**src/sv/euler_to_rotation_matrix_top_assert.svh**
```systemverilog
// Assertion macros for the Euler angle to rotation matrix block.
`ifndef EULER_TO_ROTATION_MATRIX_TOP_ASSERT_SVH
`define EULER_TO_ROTATION_MATRIX_TOP_ASSERT_SVH
`ifndef SYNTHESIS
`define ERTM_ASSERT(lbl, prop) \
    lbl: assert property (@(posedge i_clk) disable iff (!i_rst_n) prop) \
        else $error("assertion failed");
`define ERTM_ASSERT_NEXT(lbl, pre, post) \
    lbl: assert property (@(posedge i_clk) disable iff (!i_rst_n) (pre) |=> (post)) \
        else $error("assertion failed");
`else
`define ERTM_ASSERT(lbl, prop)
`define ERTM_ASSERT_NEXT(lbl, pre, post)
`endif
`endif

```
**src/sv/ertm_pkg.sv**
```systemverilog
// Shared types, constants and arithmetic helpers for the rotation matrix block.
package ertm_pkg;
    localparam int DEF_CORDIC_STAGES = 16;
    localparam int DEF_FRAC_BITS     = 14;
    localparam int ATAN_COUNT        = 24;
    localparam int MID_FRAC          = 30;
    localparam int TURN_UNITS        = 46080;
    localparam int HALF_UNITS        = 23040;
    localparam int QUARTER_UNITS     = 11520;
    localparam int ANGLE_SHIFT       = 13;
    localparam int XY_W              = 36;
    localparam int Z_W               = 32;
    localparam int Q_W               = 32;
    localparam int P_W               = 34;
    localparam int FIELD_W           = 16;
    localparam int NUM_OUT           = 9;
    localparam longint KINF_Q40      = 64'sd667681663043;

    localparam logic [26:0] ATAN_Q20 [ATAN_COUNT] = '{
        27'd47185920, 27'd27855475, 27'd14718068, 27'd7471121, 27'd3750058,
        27'd1876857, 27'd938658, 27'd469357, 27'd234682, 27'd117342,
        27'd58671, 27'd29335, 27'd14668, 27'd7334, 27'd3667, 27'd1833,
        27'd917, 27'd458, 27'd229, 27'd115, 27'd57, 27'd29, 27'd14, 27'd7
    };

    typedef struct packed {
        logic signed [XY_W-1:0] x;
        logic signed [XY_W-1:0] y;
        logic signed [Z_W-1:0]  z;
        logic                   flip;
    } t_lane;

    function automatic logic signed [XY_W-1:0] start_gain(input int n);
        longint g;
        g = KINF_Q40 + (KINF_Q40 >>> (2 * n - 1)) / 3;
        return XY_W'((g + 128) >>> 8);
    endfunction

    function automatic logic signed [P_W-1:0] mulq(input logic signed [Q_W-1:0] a,
                                                    input logic signed [Q_W-1:0] b);
        logic signed [2*Q_W-1:0] p;
        p = a * b;
        return P_W'((p + (64'sd1 <<< (MID_FRAC - 1))) >>> MID_FRAC);
    endfunction
endpackage

```
**src/sv/ertm_cordic_cell.sv**
```systemverilog
// One CORDIC rotation cell working on the yaw, pitch and roll lanes together.
module ertm_cordic_cell import ertm_pkg::*; #(
    parameter int SHIFT = 0
) (
    input  logic  i_clk,
    input  logic  i_rst_n,
    input  logic  i_valid,
    output logic  o_ready,
    input  t_lane i_lane [3],
    output logic  o_valid,
    input  logic  i_ready,
    output t_lane o_lane [3]
);
    localparam logic signed [Z_W-1:0] ATAN = Z_W'(ATAN_Q20[SHIFT]);

    logic  r_valid;
    t_lane r_lane [3];
    t_lane n_lane [3];

    always_comb begin
        logic signed [XY_W-1:0] dx;
        logic signed [XY_W-1:0] dy;
        for (int k = 0; k < 3; k++) begin
            dx = i_lane[k].y >>> SHIFT;
            dy = i_lane[k].x >>> SHIFT;
            n_lane[k].flip = i_lane[k].flip;
            if (i_lane[k].z >= 0) begin
                n_lane[k].x = i_lane[k].x - dx;
                n_lane[k].y = i_lane[k].y + dy;
                n_lane[k].z = i_lane[k].z - ATAN;
            end else begin
                n_lane[k].x = i_lane[k].x + dx;
                n_lane[k].y = i_lane[k].y - dy;
                n_lane[k].z = i_lane[k].z + ATAN;
            end
        end
    end

    assign o_ready = !r_valid || i_ready;
    assign o_valid = r_valid;
    assign o_lane  = r_lane;

    always_ff @(posedge i_clk) begin
        if (!i_rst_n) begin
            r_valid <= 1'b0;
        end else if (o_ready) begin
            r_valid <= i_valid;
        end
    end

    always_ff @(posedge i_clk) begin
        if (o_ready && i_valid) begin
            r_lane <= n_lane;
        end
    end
endmodule

```
**config.mk**
```make
export PLATFORM = sky130hd
export DESIGN_NAME = ertm_cordic_cell
export DESIGN_NICKNAME = d
export VERILOG_FILES = /design/src/sv/euler_to_rotation_matrix_top_assert.svh /design/src/sv/ertm_pkg.sv /design/src/sv/ertm_cordic_cell.sv
export SDC_FILE = /design/constraint.sdc
export NUM_CORES = 1
export LEC_CHECK = 0
export ABC_AREA = 1
export BUFFER_PORTS_ARGS = -buffer_cell sky130_fd_sc_hd__buf_2
export CAP_MARGIN = 20
export CELL_PAD_IN_SITES_DETAIL_PLACEMENT = 0
export CELL_PAD_IN_SITES_GLOBAL_PLACEMENT = 1
export CORE_MARGIN = 2
export CORE_UTILIZATION = 41
export CTS_CLUSTER_SIZE = 8
export DETAILED_ROUTE_END_ITERATION = 12
export PLACE_DENSITY = 0.92
export SLEW_MARGIN = 20
export SYNTH_ARGS = -nofsm -noshare
export SYNTH_HDL_FRONTEND = slang
export SYNTH_SLANG_ARGS = --single-unit
```
**constraint.sdc**
```tcl
create_clock -name i_clk -period 25.7 [get_ports i_clk]
set_clock_uncertainty 0.2 [all_clocks]
set_input_delay 2.57 -clock i_clk [delete_from_list [all_inputs] [get_ports i_clk]]
set_output_delay 2.57 -clock i_clk [all_outputs]
set_load 0.02 [all_outputs]
```
**Word level (Yosys, flattened, before mapping)**

Index checks and enable logic that the tools add are counted.

- Flip-flop bits (word level): 316
- Input bits: 319
- Output and inout port bits: 317
- Logic and storage cells: 37

- Add/subtract/negate cells: 15
- $lt $le $gt $ge: 3
- Muxes and demuxes: 3
- Reduce and logical (&&, ||, !) cells: 3

Operator list:

| cell | count |
|---|---|
| $mux W104 | 3 |
| $sub A36 B36 Y36 | 6 |
| $add A36 B36 Y36 | 3 |
| $add A32 B27 Y32 const B | 3 |
| $ge A32 B1 Y1 const B | 3 |
| $sub A32 B27 Y32 const B | 3 |
| $logic_and A1 B1 Y1 | 1 |
| $logic_not A1 Y1 | 1 |
| $logic_or A1 B1 Y1 | 1 |

**Longest topological paths before layout**

- Word-level depth: 3
- Mapped depth: 18

**Worst setup path after synthesis**

Ideal clock, no wire load.

- Path type: input to register
- From: input i_valid
- To: register r_lane (netlist bit o_lane[0]), enable pin
- Data arrival time: 17556 ps
- Required time: 24409 ps
- Path slack: 6853 ps
- Stages on the path: 2
- Cell sequence: inv_1 -> a21oi_1

- Cells in the longest elaborated chain, start to end: 1

Ends and longest elaborated chain:

| what | RTL line | source |
|---|---|---|
| start: declaration | ertm_cordic_cell.sv:7 | `input logic i_valid,` |
| $logic_and A1 B1 Y1 | ertm_cordic_cell.sv:52 | `if (o_ready && i_valid) begin` |
| end signal: assignment | ertm_cordic_cell.sv:53 | `r_lane <= n_lane;` |
| end: declaration | ertm_cordic_cell.sv:17 | `t_lane r_lane [3];` |

No other way between the ends.
A chain may end at the register's enable or synchronous reset.

**Final worst setup path**

- From: input i_ready
- To: output o_ready

- Cells in the longest elaborated chain, start to end: 1

Ends and longest elaborated chain:

| what | RTL line | source |
|---|---|---|
| start: declaration | ertm_cordic_cell.sv:11 | `input logic i_ready,` |
| $logic_or A1 B1 Y1 | ertm_cordic_cell.sv:39 | `assign o_ready = !r_valid \|\| i_ready;` |
| end: declaration | ertm_cordic_cell.sv:8 | `output logic o_ready,` |

No other way between the ends.

==> flow_summary.toml <==
[worst_setup_path]
timing.critical_path.arrival_ns = 3.10
start_kind = "primary input"
timing.critical_path.required_ns = 22.93
crit-reg2reg-launch = "o_valid"
critPathCapture = "o_ready"
worstRegToRegCells = 3
r2r_slack_ns = 22.34
reg2reg_to = "o_lane[21]"
critPathKind = "in -> out"
critPathMaxFanout = 2
cp_launch_point = "i_ready"
worst_setup_path_end_kind = "output port"

[grt]
grt_start_max_net_pins = 156
grt_antenna_before_repair = 24
grt_first_pass_wirelength_mm = 209
overflow = 0
grt_pass1_vias = 35100
grt_usage_pct = 31.6

[drt]
post-route-drc-count = 0
dr_total_vias = 37300
drt_first_iter_violations = 3070
viasPerCell = 5.31
routed_wirelength_mm = 143
drtAntennaViolNets = 0
dr.pass1.iters = 8
routed_wire_length_per_instance_microns = 20.4

[yosys]
synthTopCellsByCount = "sky130_fd_sc_hd__nand2_1, sky130_fd_sc_hd__inv_1, sky130_fd_sc_hd__nor2_1"
dominantRegCellSynth = "sky130_fd_sc_hd__edfxtp_1"
area_fraction_in_compound_gates_after_synthesis_pct = 13.9
synthMostInstantiatedCell = "sky130_fd_sc_hd__nand2_1"
dominant_combinational_cell_family_by_area_after_synthesis = "simple AND/OR/NAND/NOR gates"
synth_fa_ha_area_share_pct = 12.7
synth-edff-count = 312
synth_top_area_share_pct = 27.0
synth-seq-cells = 313
synthesis.nets = 5963
synthesis.area_sq_um = 34700
synth_cell_type_count = 49
syn-mean-instance-area_sq_um = 6.55
yosysWarningCount = 0
synth-simple-area-share_pct = 32.0
synthDominantAreaCellType = "sky130_fd_sc_hd__edfxtp_1"
synth-async-reset-ratio_pct = 0
synth-seq-area-share_pct = 27.1
main_area_contributors_after_synthesis = "sky130_fd_sc_hd__edfxtp_1, sky130_fd_sc_hd__nand2_1, sky130_fd_sc_hd__ha_1"
multiplexer_share_of_the_synthesized_area_pct = 0.231
netlist_instances = 5296
synth_xor_xnor_area_share_pct = 2.27

[sta]
finalCritPeriodShare_pct = 22.8
timing_worst_slew_pin_value_ns = 0.999
timing.slew.headroom_pct = 33.4
fmax_mhz = 170
finalWorstPathRequiredPeriod_ns = 5.87
final_number_of_max_transition_violations = 0
timing.final.hold_violations = 0
rsz0062_at_grt = "no"
fin_ws_ns = 19.83
report.final.setup_viol = 0
setup_tns_ns = 0

[die]
pin_count = 636
placeableCoreArea_sq_um = 83700
die_height_microns = 295
die_w_microns = 295
placementRows = 106
effective_utilization_at_floorplan_pct = 41.4
total_die_area_sq_um = 86900

[final_layout]
share_of_final_layout_standard_cells_stronger_than_drive_strength_1_pct = 13.6
fill_cells = 8753
num-nets-final = 6510
area_of_the_multi_input_gates_sq_um = 21200
layout.area.seq_sq_um = 9390
area_delta_synth_final_pct = 14.8
cell_count_final_fillers_out = 7015

[placed_design]
routabilityCongestion = 1.02
portBuffers = 635
pre_cts_ws_ns = 19.83
dp_cells = 6929
post-dp-hpwl_mm = 119

[cts]
postCtsSetupBuffers = 0
cts_hold_buf = 0
cts_buffers = 46
clk-insertion-delay-late_ns = 0.61
cts_tree = "done"
clk_buf_depth = 3
cts_root_buffer = "sky130_fd_sc_hd__clkbuf_16"
cts.sink_count = 313
worst_setup_hold_path_clk_slew_ns = 0.05
cts_resized = 0
h-tree-depth = 2

[power_and_ir_drop]
power.leakage_nw = 20.4
powerDensity_nw_per_um2 = 51.5
vdd_ir_drop_max_uv = 49.1

[min_path]
min_path_cells = 2
hold_class = "reg -> reg"

[flow_run]
max-cap-violations = 0

[run_status]
run_status = "completed"
==> per-layer routing <==
| layer | part of all wire [%] | routed length [microns] | vias to the layer above | global-route usage [%] |
|---|---|---|---|---|
| li1 | - | - | 18200 | - |
| met1 | 41 | 58700 | 17100 | 39.9 |
| met2 | 46 | 65300 | 1662 | 52.0 |
| met3 | 8.5 | 12100 | 286 | 5.75 |
| met4 | 4.7 | 6780 | 10 | 14.9 |
| met5 | 0.030 | 43 | - | 0 |
==> cell families after synthesis <==
family          count (synthesis)
simple gates                 2658
buf+inv                       984
compound gates                895
fa+ha+maj                     348
flops                         313
xor+xnor                       90
mux                             8
==> through the flow <==
step	hold slack [ns]	power, mW	cell area, sq um	utilization, %
floorplan	0.529	1.20	34700	-
global placement	0.513	1.46	38400	45.9
detailed placement	0.496	1.46	38400	45.9
CTS	0.511	2.05	39800	47.5
global route	0.514	2.15	39800	47.5
finish	0.508	2.05	39800	47.6
==> cells in the final DEF (no fill, tap or decap), types with 38 or more instances in the layout <==
cell type,instances
sky130_fd_sc_hd__o21bai_1,66
sky130_fd_sc_hd__nand2_1,1516
sky130_fd_sc_hd__clkbuf_16,46
sky130_fd_sc_hd__inv_1,825
sky130_fd_sc_hd__nand3_1,473
sky130_fd_sc_hd__edfxtp_1,312
sky130_fd_sc_hd__o21ai_0,271
sky130_fd_sc_hd__nor2_1,496
sky130_fd_sc_hd__xor2_1,82
sky130_fd_sc_hd__ha_1,339
sky130_fd_sc_hd__buf_2,635
sky130_fd_sc_hd__a21oi_1,445
sky130_fd_sc_hd__nor3_1,38
==> worst min-delay path by stage <==
stage	startpoint	to	slack, ns
6_report	o_valid	o_valid	0.51
5_1_grt	o_valid	o_valid	0.51
4_1_cts	o_valid	o_valid	0.51
3_5_place_dp	o_valid	o_valid	0.50
3_3_place_gp	o_valid	o_valid	0.51
2_1_floorplan	o_valid	o_valid	0.53
==> worst max-delay path, stage by stage <==
cell	delay, ns
sky130_fd_sc_hd__buf_2	0.09
sky130_fd_sc_hd__inv_1	0.10
sky130_fd_sc_hd__nand2_1	0.13
sky130_fd_sc_hd__buf_2	0.20
==> sequential cells by signal (all words and copies together), names as in the netlist <==
register / flops
o_lane: 312
o_valid: 1
==> power breakdown <==
group          total (mW)  leakage [nW]  internal, mW  switching, mW
clock               0.575         0.632         0.335          0.240
sequential          0.662          3.03         0.638         0.0238
combinational       0.813          16.8         0.234          0.580
total                2.05          20.4          1.21          0.844
==> cell type report <==
class / instances / area share, %
Tap cell: 1134 / 3.56
Multi-Input combinational cell: 3999 / 53.3
Timing Repair Buffer: 644 / 8.19
Antenna cell: 19 / 0.119
Inverter: 839 / 7.91
Clock inverter: 7 / 0.267
Clock buffer: 60 / 3.02
Sequential cell: 313 / 23.6
Note: power is estimated with default switching activity, not from simulation.
